$ cat config.mk
export PLATFORM = sky130hd
export DESIGN_NAME = char_lcd_write_sequencer
export DESIGN_NICKNAME = d
export VERILOG_FILES = /design/src/hw/rtl/lcdws_pkg.sv /design/src/hw/rtl/lcdws_front.sv /design/src/hw/rtl/lcdws_fifo.sv /design/src/hw/rtl/lcdws_back.sv /design/src/hw/rtl/char_lcd_write_sequencer.sv
export SDC_FILE = /design/constraint.sdc
export NUM_CORES = 1
export LEC_CHECK = 0
export BUFFER_PORTS_ARGS = -buffer_cell sky130_fd_sc_hd__buf_2
export CORE_MARGIN = 5
export CORE_UTILIZATION = 45
export DETAILED_ROUTE_END_ITERATION = 6
export SLEW_MARGIN = 5
export SYNTH_ARGS = -nofsm -noshare
export SYNTH_HDL_FRONTEND = slang
export SYNTH_SLANG_ARGS = --single-unit
$ cat constraint.sdc
create_clock -name aclk -period 8.6 [get_ports aclk]
set_clock_uncertainty 0.05 [all_clocks]
set_input_delay 0 -clock aclk [delete_from_list [all_inputs] [get_ports aclk]]
set_output_delay 0 -clock aclk [all_outputs]
set_load 0.01 [all_outputs]
$ cat src/hw/rtl/lcdws_pkg.sv
package lcdws_pkg;

    localparam int FIFO_DEPTH = 2;

    typedef enum logic [2:0] {
        MODE_INIT = 3'd0,
        MODE_CMD  = 3'd1,
        MODE_CHAR = 3'd2,
        MODE_POS  = 3'd3,
        MODE_NUM  = 3'd4
    } req_mode_t;

    localparam logic RS_CMD  = 1'b0;
    localparam logic RS_DATA = 1'b1;

    localparam logic [7:0] LINE0_BASE  = 8'h80;
    localparam logic [7:0] LINE1_BASE  = 8'hC0;
    localparam logic [7:0] ASCII_ZERO  = 8'h30;
    localparam logic [7:0] NIBBLE_MASK = 8'hF0;

    // Number of transfers minus one for the init list in each bus width.
    localparam logic [3:0] INIT8_LAST_STEP = 4'd3;
    localparam logic [3:0] INIT4_LAST_STEP = 4'd13;

    // One queued job: either the init list or up to three bytes.
    typedef struct packed {
        logic            is_init;
        logic            rs;
        logic [1:0]      nbytes;
        logic [2:0][7:0] bytes;
    } job_t;

    function automatic logic [7:0] init_cmd(input logic bw4, input logic [2:0] idx);
        logic [7:0] cmd;
        cmd = 8'h00;
        if (bw4) begin
            unique case (idx)
                3'd0: cmd = 8'h33;
                3'd1: cmd = 8'h32;
                3'd2: cmd = 8'h28;
                3'd3: cmd = 8'h0C;
                3'd4: cmd = 8'h01;
                3'd5: cmd = 8'h06;
                3'd6: cmd = 8'h02;
                default: cmd = 8'h00;
            endcase
        end else begin
            unique case (idx)
                3'd0: cmd = 8'h38;
                3'd1: cmd = 8'h0C;
                3'd2: cmd = 8'h01;
                3'd3: cmd = 8'h06;
                default: cmd = 8'h00;
            endcase
        end
        return cmd;
    endfunction

endpackage

$ cat src/hw/rtl/lcdws_front.sv
module lcdws_front (
    input  logic              s_tvalid,
    input  logic              s_tready,
    input  logic [2:0]        s_tuser,
    input  logic [15:0]       s_tdata,
    output logic              push,
    output lcdws_pkg::job_t   job
);

    logic [7:0] value;
    logic [7:0] line;
    logic       keep;
    logic [1:0] hundreds;
    logic [7:0] rem8;
    logic [6:0] rem;
    logic [14:0] prod;
    logic [3:0] tens;
    logic [6:0] ones;

    assign value = s_tdata[7:0];
    assign line  = s_tdata[15:8];

    // Digits: hundreds by compare, tens by reciprocal multiply (exact below 1029).
    always_comb begin
        if (value >= 8'd200) begin
            hundreds = 2'd2;
            rem8     = value - 8'd200;
        end else if (value >= 8'd100) begin
            hundreds = 2'd1;
            rem8     = value - 8'd100;
        end else begin
            hundreds = 2'd0;
            rem8     = value;
        end
        rem  = rem8[6:0];
        prod = {8'd0, rem} * 15'd205;
        tens = prod[14:11];
        ones = rem - {tens, 3'b000} - {2'b00, tens, 1'b0};
    end

    always_comb begin
        keep        = 1'b1;
        job.is_init = 1'b0;
        job.rs      = lcdws_pkg::RS_CMD;
        job.nbytes  = 2'd1;
        job.bytes   = '0;
        unique case (s_tuser)
            lcdws_pkg::MODE_INIT: begin
                job.is_init = 1'b1;
            end
            lcdws_pkg::MODE_CMD: begin
                job.bytes[0] = value;
            end
            lcdws_pkg::MODE_CHAR: begin
                job.rs       = lcdws_pkg::RS_DATA;
                job.bytes[0] = value;
            end
            lcdws_pkg::MODE_POS: begin
                if (line == 8'd0) begin
                    job.bytes[0] = lcdws_pkg::LINE0_BASE + value;
                end else if (line == 8'd1) begin
                    job.bytes[0] = lcdws_pkg::LINE1_BASE + value;
                end else begin
                    keep = 1'b0;
                end
            end
            lcdws_pkg::MODE_NUM: begin
                job.rs       = lcdws_pkg::RS_DATA;
                job.nbytes   = 2'd3;
                job.bytes[0] = lcdws_pkg::ASCII_ZERO + {6'd0, hundreds};
                job.bytes[1] = lcdws_pkg::ASCII_ZERO + {4'd0, tens};
                job.bytes[2] = lcdws_pkg::ASCII_ZERO + {1'b0, ones};
            end
            default: begin
                keep = 1'b0;
            end
        endcase
    end

    // Requests that cause no transfer are taken and dropped here.
    assign push = s_tvalid && s_tready && keep;

endmodule

$ cat src/hw/rtl/lcdws_fifo.sv
module lcdws_fifo #(
    parameter int WIDTH = 8,
    parameter int DEPTH = 2
) (
    input  logic             aclk,
    input  logic             aresetn,
    input  logic             push,
    input  logic [WIDTH-1:0] push_data,
    input  logic             pop,
    output logic             full,
    output logic             not_empty,
    output logic [WIDTH-1:0] head
);

    localparam int PW = (DEPTH > 1) ? $clog2(DEPTH) : 1;
    localparam int CW = $clog2(DEPTH + 1);
    localparam logic [PW-1:0] LAST_PTR = PW'(DEPTH - 1);
    localparam logic [CW-1:0] FULL_CNT = CW'(DEPTH);

    logic [WIDTH-1:0] mem_reg [DEPTH];
    logic [PW-1:0]    wr_ptr_reg, wr_ptr_next;
    logic [PW-1:0]    rd_ptr_reg, rd_ptr_next;
    logic [CW-1:0]    count_reg, count_next;
    logic             do_push, do_pop;

    assign full      = (count_reg == FULL_CNT);
    assign not_empty = (count_reg != '0);
    assign do_push   = push && !full;
    assign do_pop    = pop && not_empty;
    assign head      = mem_reg[rd_ptr_reg];

    always_comb begin
        wr_ptr_next = wr_ptr_reg;
        rd_ptr_next = rd_ptr_reg;
        count_next  = count_reg;
        if (do_push) begin
            wr_ptr_next = (wr_ptr_reg == LAST_PTR) ? '0 : wr_ptr_reg + 1'b1;
        end
        if (do_pop) begin
            rd_ptr_next = (rd_ptr_reg == LAST_PTR) ? '0 : rd_ptr_reg + 1'b1;
        end
        if (do_push && !do_pop) begin
            count_next = count_reg + 1'b1;
        end else if (do_pop && !do_push) begin
            count_next = count_reg - 1'b1;
        end
    end

    always_ff @(posedge aclk) begin
        if (!aresetn) begin
            wr_ptr_reg <= '0;
            rd_ptr_reg <= '0;
            count_reg  <= '0;
        end else begin
            wr_ptr_reg <= wr_ptr_next;
            rd_ptr_reg <= rd_ptr_next;
            count_reg  <= count_next;
        end
    end

    always_ff @(posedge aclk) begin
        if (do_push) begin
            mem_reg[wr_ptr_reg] <= push_data;
        end
    end

endmodule

$ cat src/hw/rtl/lcdws_back.sv
module lcdws_back (
    input  logic            aclk,
    input  logic            aresetn,
    input  logic            bus_width_sel,
    input  logic            job_valid,
    input  lcdws_pkg::job_t job,
    output logic            job_pop,
    output logic            m_tvalid,
    input  logic            m_tready,
    output logic [7:0]      m_tdata,   // bus_value[7:0]
    output logic            m_tuser,   // reg_select
    output logic            m_tlast
);

    logic [3:0] step_reg, step_next;
    logic       m_tvalid_reg, m_tvalid_next;
    logic [7:0] m_tdata_reg;
    logic       m_tuser_reg;
    logic       m_tlast_reg;
    logic       advance;
    logic [3:0] last_step;
    logic [2:0] byte_idx;
    logic [7:0] cur_byte;
    logic [7:0] bus;
    logic       is_last;

    assign advance = job_valid && (!m_tvalid_reg || m_tready);

    always_comb begin
        if (job.is_init) begin
            last_step = bus_width_sel ? lcdws_pkg::INIT4_LAST_STEP
                                      : lcdws_pkg::INIT8_LAST_STEP;
        end else if (bus_width_sel) begin
            last_step = {1'b0, job.nbytes, 1'b0} - 4'd1;
        end else begin
            last_step = {2'b00, job.nbytes} - 4'd1;
        end

        // In nibble mode two transfers share one byte.
        byte_idx = bus_width_sel ? step_reg[3:1] : step_reg[2:0];
        cur_byte = job.is_init ? lcdws_pkg::init_cmd(bus_width_sel, byte_idx)
                               : job.bytes[byte_idx[1:0]];
        if (bus_width_sel) begin
            bus = step_reg[0] ? {cur_byte[3:0], 4'h0}
                              : (cur_byte & lcdws_pkg::NIBBLE_MASK);
        end else begin
            bus = cur_byte;
        end
        is_last = (step_reg == last_step);
    end

    assign job_pop = advance && is_last;

    always_comb begin
        step_next     = step_reg;
        m_tvalid_next = m_tvalid_reg;
        if (advance) begin
            step_next     = is_last ? 4'd0 : step_reg + 4'd1;
            m_tvalid_next = 1'b1;
        end else if (m_tready) begin
            m_tvalid_next = 1'b0;
        end
    end

    always_ff @(posedge aclk) begin
        if (!aresetn) begin
            step_reg     <= '0;
            m_tvalid_reg <= 1'b0;
        end else begin
            step_reg     <= step_next;
            m_tvalid_reg <= m_tvalid_next;
        end
    end

    always_ff @(posedge aclk) begin
        if (advance) begin
            m_tdata_reg <= bus;
            m_tuser_reg <= job.rs;
            m_tlast_reg <= is_last;
        end
    end

    assign m_tvalid = m_tvalid_reg;
    assign m_tdata  = m_tdata_reg;
    assign m_tuser  = m_tuser_reg;
    assign m_tlast  = m_tlast_reg;

endmodule

$ cat src/hw/rtl/char_lcd_write_sequencer.sv
// Character LCD write sequencer. Each request on the s_ channel becomes the
// ordered list of bus transfers for an HD44780-style display, one transfer per
// beat on the m_ channel, with tlast on the final transfer of the request.
// cfg_we/cfg_wdata set the bus width (0 for 8-bit, 1 for 4-bit nibbles on the
// upper data lines); the user must write them only while the block is idle, and the
// block itself does not enforce this. The output register issues one transfer per
// cycle while m_tready is high. A request has as many transfers as follows: init 4 (8-bit) or 14 (4-bit), a
// command, character or cursor position 1 or 2, a number 3 or 6. A small job
// queue lets the next request be taken while the current one is still being
// sent. Position requests for a line other than 0 or 1 and unused mode codes
// are taken and produce nothing.
module char_lcd_write_sequencer #(
    parameter int FIFO_DEPTH = lcdws_pkg::FIFO_DEPTH
) (
    input  logic        aclk,
    input  logic        aresetn,
    input  logic        cfg_we,
    input  logic        cfg_wdata,   // bus_width_sel
    input  logic        s_tvalid,
    output logic        s_tready,
    input  logic [15:0] s_tdata,     // value[7:0], line[15:8]
    input  logic [2:0]  s_tuser,     // mode[2:0]
    output logic        m_tvalid,
    input  logic        m_tready,
    output logic [7:0]  m_tdata,     // bus_value[7:0]
    output logic        m_tuser,     // reg_select
    output logic        m_tlast
);

    localparam int JOB_W = $bits(lcdws_pkg::job_t);

    logic            bus_width_sel_reg;
    logic            push;
    lcdws_pkg::job_t front_job;
    lcdws_pkg::job_t head_job;
    logic [JOB_W-1:0] head_bits;
    logic            fifo_full;
    logic            fifo_not_empty;
    logic            job_pop;

    always_ff @(posedge aclk) begin
        if (!aresetn) begin
            bus_width_sel_reg <= 1'b0;
        end else if (cfg_we) begin
            bus_width_sel_reg <= cfg_wdata;
        end
    end

    assign s_tready = !fifo_full;

    lcdws_front u_front (
        .s_tvalid (s_tvalid),
        .s_tready (s_tready),
        .s_tuser  (s_tuser),
        .s_tdata  (s_tdata),
        .push     (push),
        .job      (front_job)
    );

    lcdws_fifo #(
        .WIDTH (JOB_W),
        .DEPTH (FIFO_DEPTH)
    ) u_fifo (
        .aclk      (aclk),
        .aresetn   (aresetn),
        .push      (push),
        .push_data (front_job),
        .pop       (job_pop),
        .full      (fifo_full),
        .not_empty (fifo_not_empty),
        .head      (head_bits)
    );

    assign head_job = lcdws_pkg::job_t'(head_bits);

    lcdws_back u_back (
        .aclk          (aclk),
        .aresetn       (aresetn),
        .bus_width_sel (bus_width_sel_reg),
        .job_valid     (fifo_not_empty),
        .job           (head_job),
        .job_pop       (job_pop),
        .m_tvalid      (m_tvalid),
        .m_tready      (m_tready),
        .m_tdata       (m_tdata),
        .m_tuser       (m_tuser),
        .m_tlast       (m_tlast)
    );

endmodule

==> results.json <==
{
  "status": "finished, final reports clean",
  "clkSinkCount": 67,
  "clk_latency_ns": 0.34,
  "syn_avg_cell_area_um2": 10.3,
  "cts_tree": "yes",
  "yosysTopAreaCell": "edfxtp_1",
  "layout_common_cells": "edfxtp_1, ha_1, inv_1",
  "rows": 37,
  "irDropWorstVdd_uv": 168,
  "period_share": 0.864,
  "p_leak_nw": 2.21,
  "routed_wl_um": 9560,
  "initial_core_util": 0.455,
  "nets": 577,
  "synth_edf_count": 56,
  "postSynthCellCount": 450,
  "ys_ff_latch": 67,
  "vias_per_cell": 5.35,
  "grt_first_pass_wirelength_um": 16400,
  "die_x_um": 111,
  "placeableCoreArea_um2": 10200,
  "antenna_found_initial": 0,
  "slowest_stage": "fa_1",
  "htreeDepth": 3,
  "clkTransAtPathRegs_ns": 0.08,
  "pin_count": 37,
  "max_freq_mhz": 135,
  "fin_tns_setup_ns": 0,
  "cts_root_buffer": "clkbuf_8",
  "slowest_delay_ns": 0.56,
  "grt_use_met3": 0.0299,
  "cts_hold_buf": 5,
  "slew_violations": 0,
  "critPathCaptureType": "flop",
  "crit_top_cell": "ha_1",
  "synth.cell_area_um2": 4630,
  "nFillCells": 959,
  "seq_area_um2": 1900,
  "multi_input_area_um2": 2520,
  "diodes": 0,
  "rsz0062_at_grt": "false",
  "yosys_warnings": 0,
  "final-hold-violation-count": 0,
  "numCtsBuffers": 9,
  "holdWs_ns": 0.0257,
  "period_minus_slack_ns": 7.43,
  "finalSetupViolCount": 0,
  "grt.total_usage": 0.162,
  "cts.path.max_buffers": 2,
  "grt.busiest_layer": "met2",
  "num_vias": 3379,
  "met1_usage": 0.209,
  "hpwl_um": 7570,
  "tightest_slew_ns": 1.07,
  "path_max_fanout": 5,
  "worstPathArrival_ns": 7.55,
  "largest_reg_flops": 46,
  "portBuffers": 36,
  "final_common_cell": "edfxtp_1",
  "dr.pass1.iters": 6,
  "syn_to_final_growth_pct": 12.9,
  "routedWlPerCell_um": 15.1,
  "synth_top_area_frac": 0.363,
  "die_y_um": 111,
  "cts_setup_buffers": 0,
  "grt_max_degree": 25,
  "ant_nets": 0,
  "synth_cell_types": 51,
  "drc": 0,
  "drt_iter0_drc": 142,
  "p_per_area_nw_per_um2": 348,
  "ctsResizeCount": 0,
  "syn_nets": 536,
  "grt_use_met2": 0.275,
  "ys_seq_area_frac": 0.410,
  "dieArea_um2": 12400,
  "yosys_most_used_dff": "edfxtp_1",
  "crit_required_ns": 8.72,
  "drive_above_1_share": 0.145,
  "grt-ovfl-total": 0,
  "synthTopCellsByArea": "edfxtp_1, ha_1, dfxtp_1",
  "synthArstFlopShare": 0,
  "maxCapViolCount": 0,
  "critPathKind": "in -> reg",
  "startpoint_type": "primary input",
  "routabilityCongestion": 0.919,
  "grt_pass1_vias": 3361,
  "slew_headroom": 0.290,
  "worstHoldPathType": "in -> reg"
}
==> power breakdown <==
group          internal (mW)  switching (mW)
Clock                  0.166           0.126
Combinational          0.473           0.622
Sequential             0.416          0.0202
==> Yosys cell counts, types with 3 or more instances <==
master	n
nand2_1	38
clkbuf_1	13
a21oi_1	21
and2_1	11
fa_1	10
mux2_2	10
xor2_1	12
nor2b_1	6
a22oi_1	4
nor2_1	35
a211oi_1	3
mux2i_1	11
or3_1	4
o221ai_1	3
nor4_1	3
nor3_1	13
o21a_1	3
o21ai_0	24
edfxtp_1	56
nand2b_1	8
xnor2_1	10
nand3_1	7
inv_1	41
ha_1	51
a222oi_1	8
dfxtp_1	11
==> cell type report <==
| type | instances | area share |
|---|---|---|
| clock buffers | 9 | 0.0237 |
| clock inverters | 7 | 0.0189 |
| inverters | 41 | 0.0294 |
| multi-input cells | 327 | 0.482 |
| flip-flops and latches | 67 | 0.363 |
| well taps | 136 | 0.0325 |
| repair buffers | 45 | 0.0497 |
==> final timing paths <==
path	endpoint	startpoint	depth (start not counted)	slack, ns
setup / recovery	u_fifo.mem_reg[1][22]	s_tdata[0]	32	1.17
hold / removal	u_fifo.mem_reg[0][26]	s_tuser[0]	2	0.03
setup reg to reg	u_fifo.count_reg[1]	flop	10	5.70
hold reg to reg	u_fifo.count_reg[1]	u_fifo.count_reg[1]	2	0.51
==> cells by family (layout without fill, tap and decap cells) <==
family          Yosys count  after routing  synth area share
mux                      21             21            0.0481
buf+inv                  56            102            0.0454
flops                    67             67             0.410
fa+ha+maj                61             61             0.181
xor+xnor                 23             23            0.0464
compound gates           90             90             0.135
simple gates            132            132             0.134
==> layer usage <==
layer,vias up,part of all wire
met1,1602,0.44
met4,0,0.017
met5,-,0
li1,1712,-
met2,51,0.50
met3,14,0.036
==> worst max-delay path, delay by kind of cell <==
kind,cells,cell delay [ns]
compound gates,7,1.68
xor+xnor,3,0.58
fa+ha+maj,8,2.66
buf+inv,4,0.45
simple gates,10,2.17
==> metrics by stage <==
stage | setup slack (ns) | cells | cell area (µm²) | power (mW) | util
6_report | 1.17 | 632 | 5230 | 1.82 | 0.514
5_1_grt | 0.636 | 632 | 5230 | 2.00 | 0.514
4_1_cts | 1.22 | 632 | 5230 | 1.84 | 0.514
3_5_place_dp | 0.863 | 611 | 4960 | 1.54 | 0.487
3_3_place_gp | 1.07 | 611 | 4960 | 1.52 | 0.487
2_1_floorplan | 1.70 | 450 | 4630 | 1.31 | -
No activity file was read; power rests on OpenSTA's default activity.
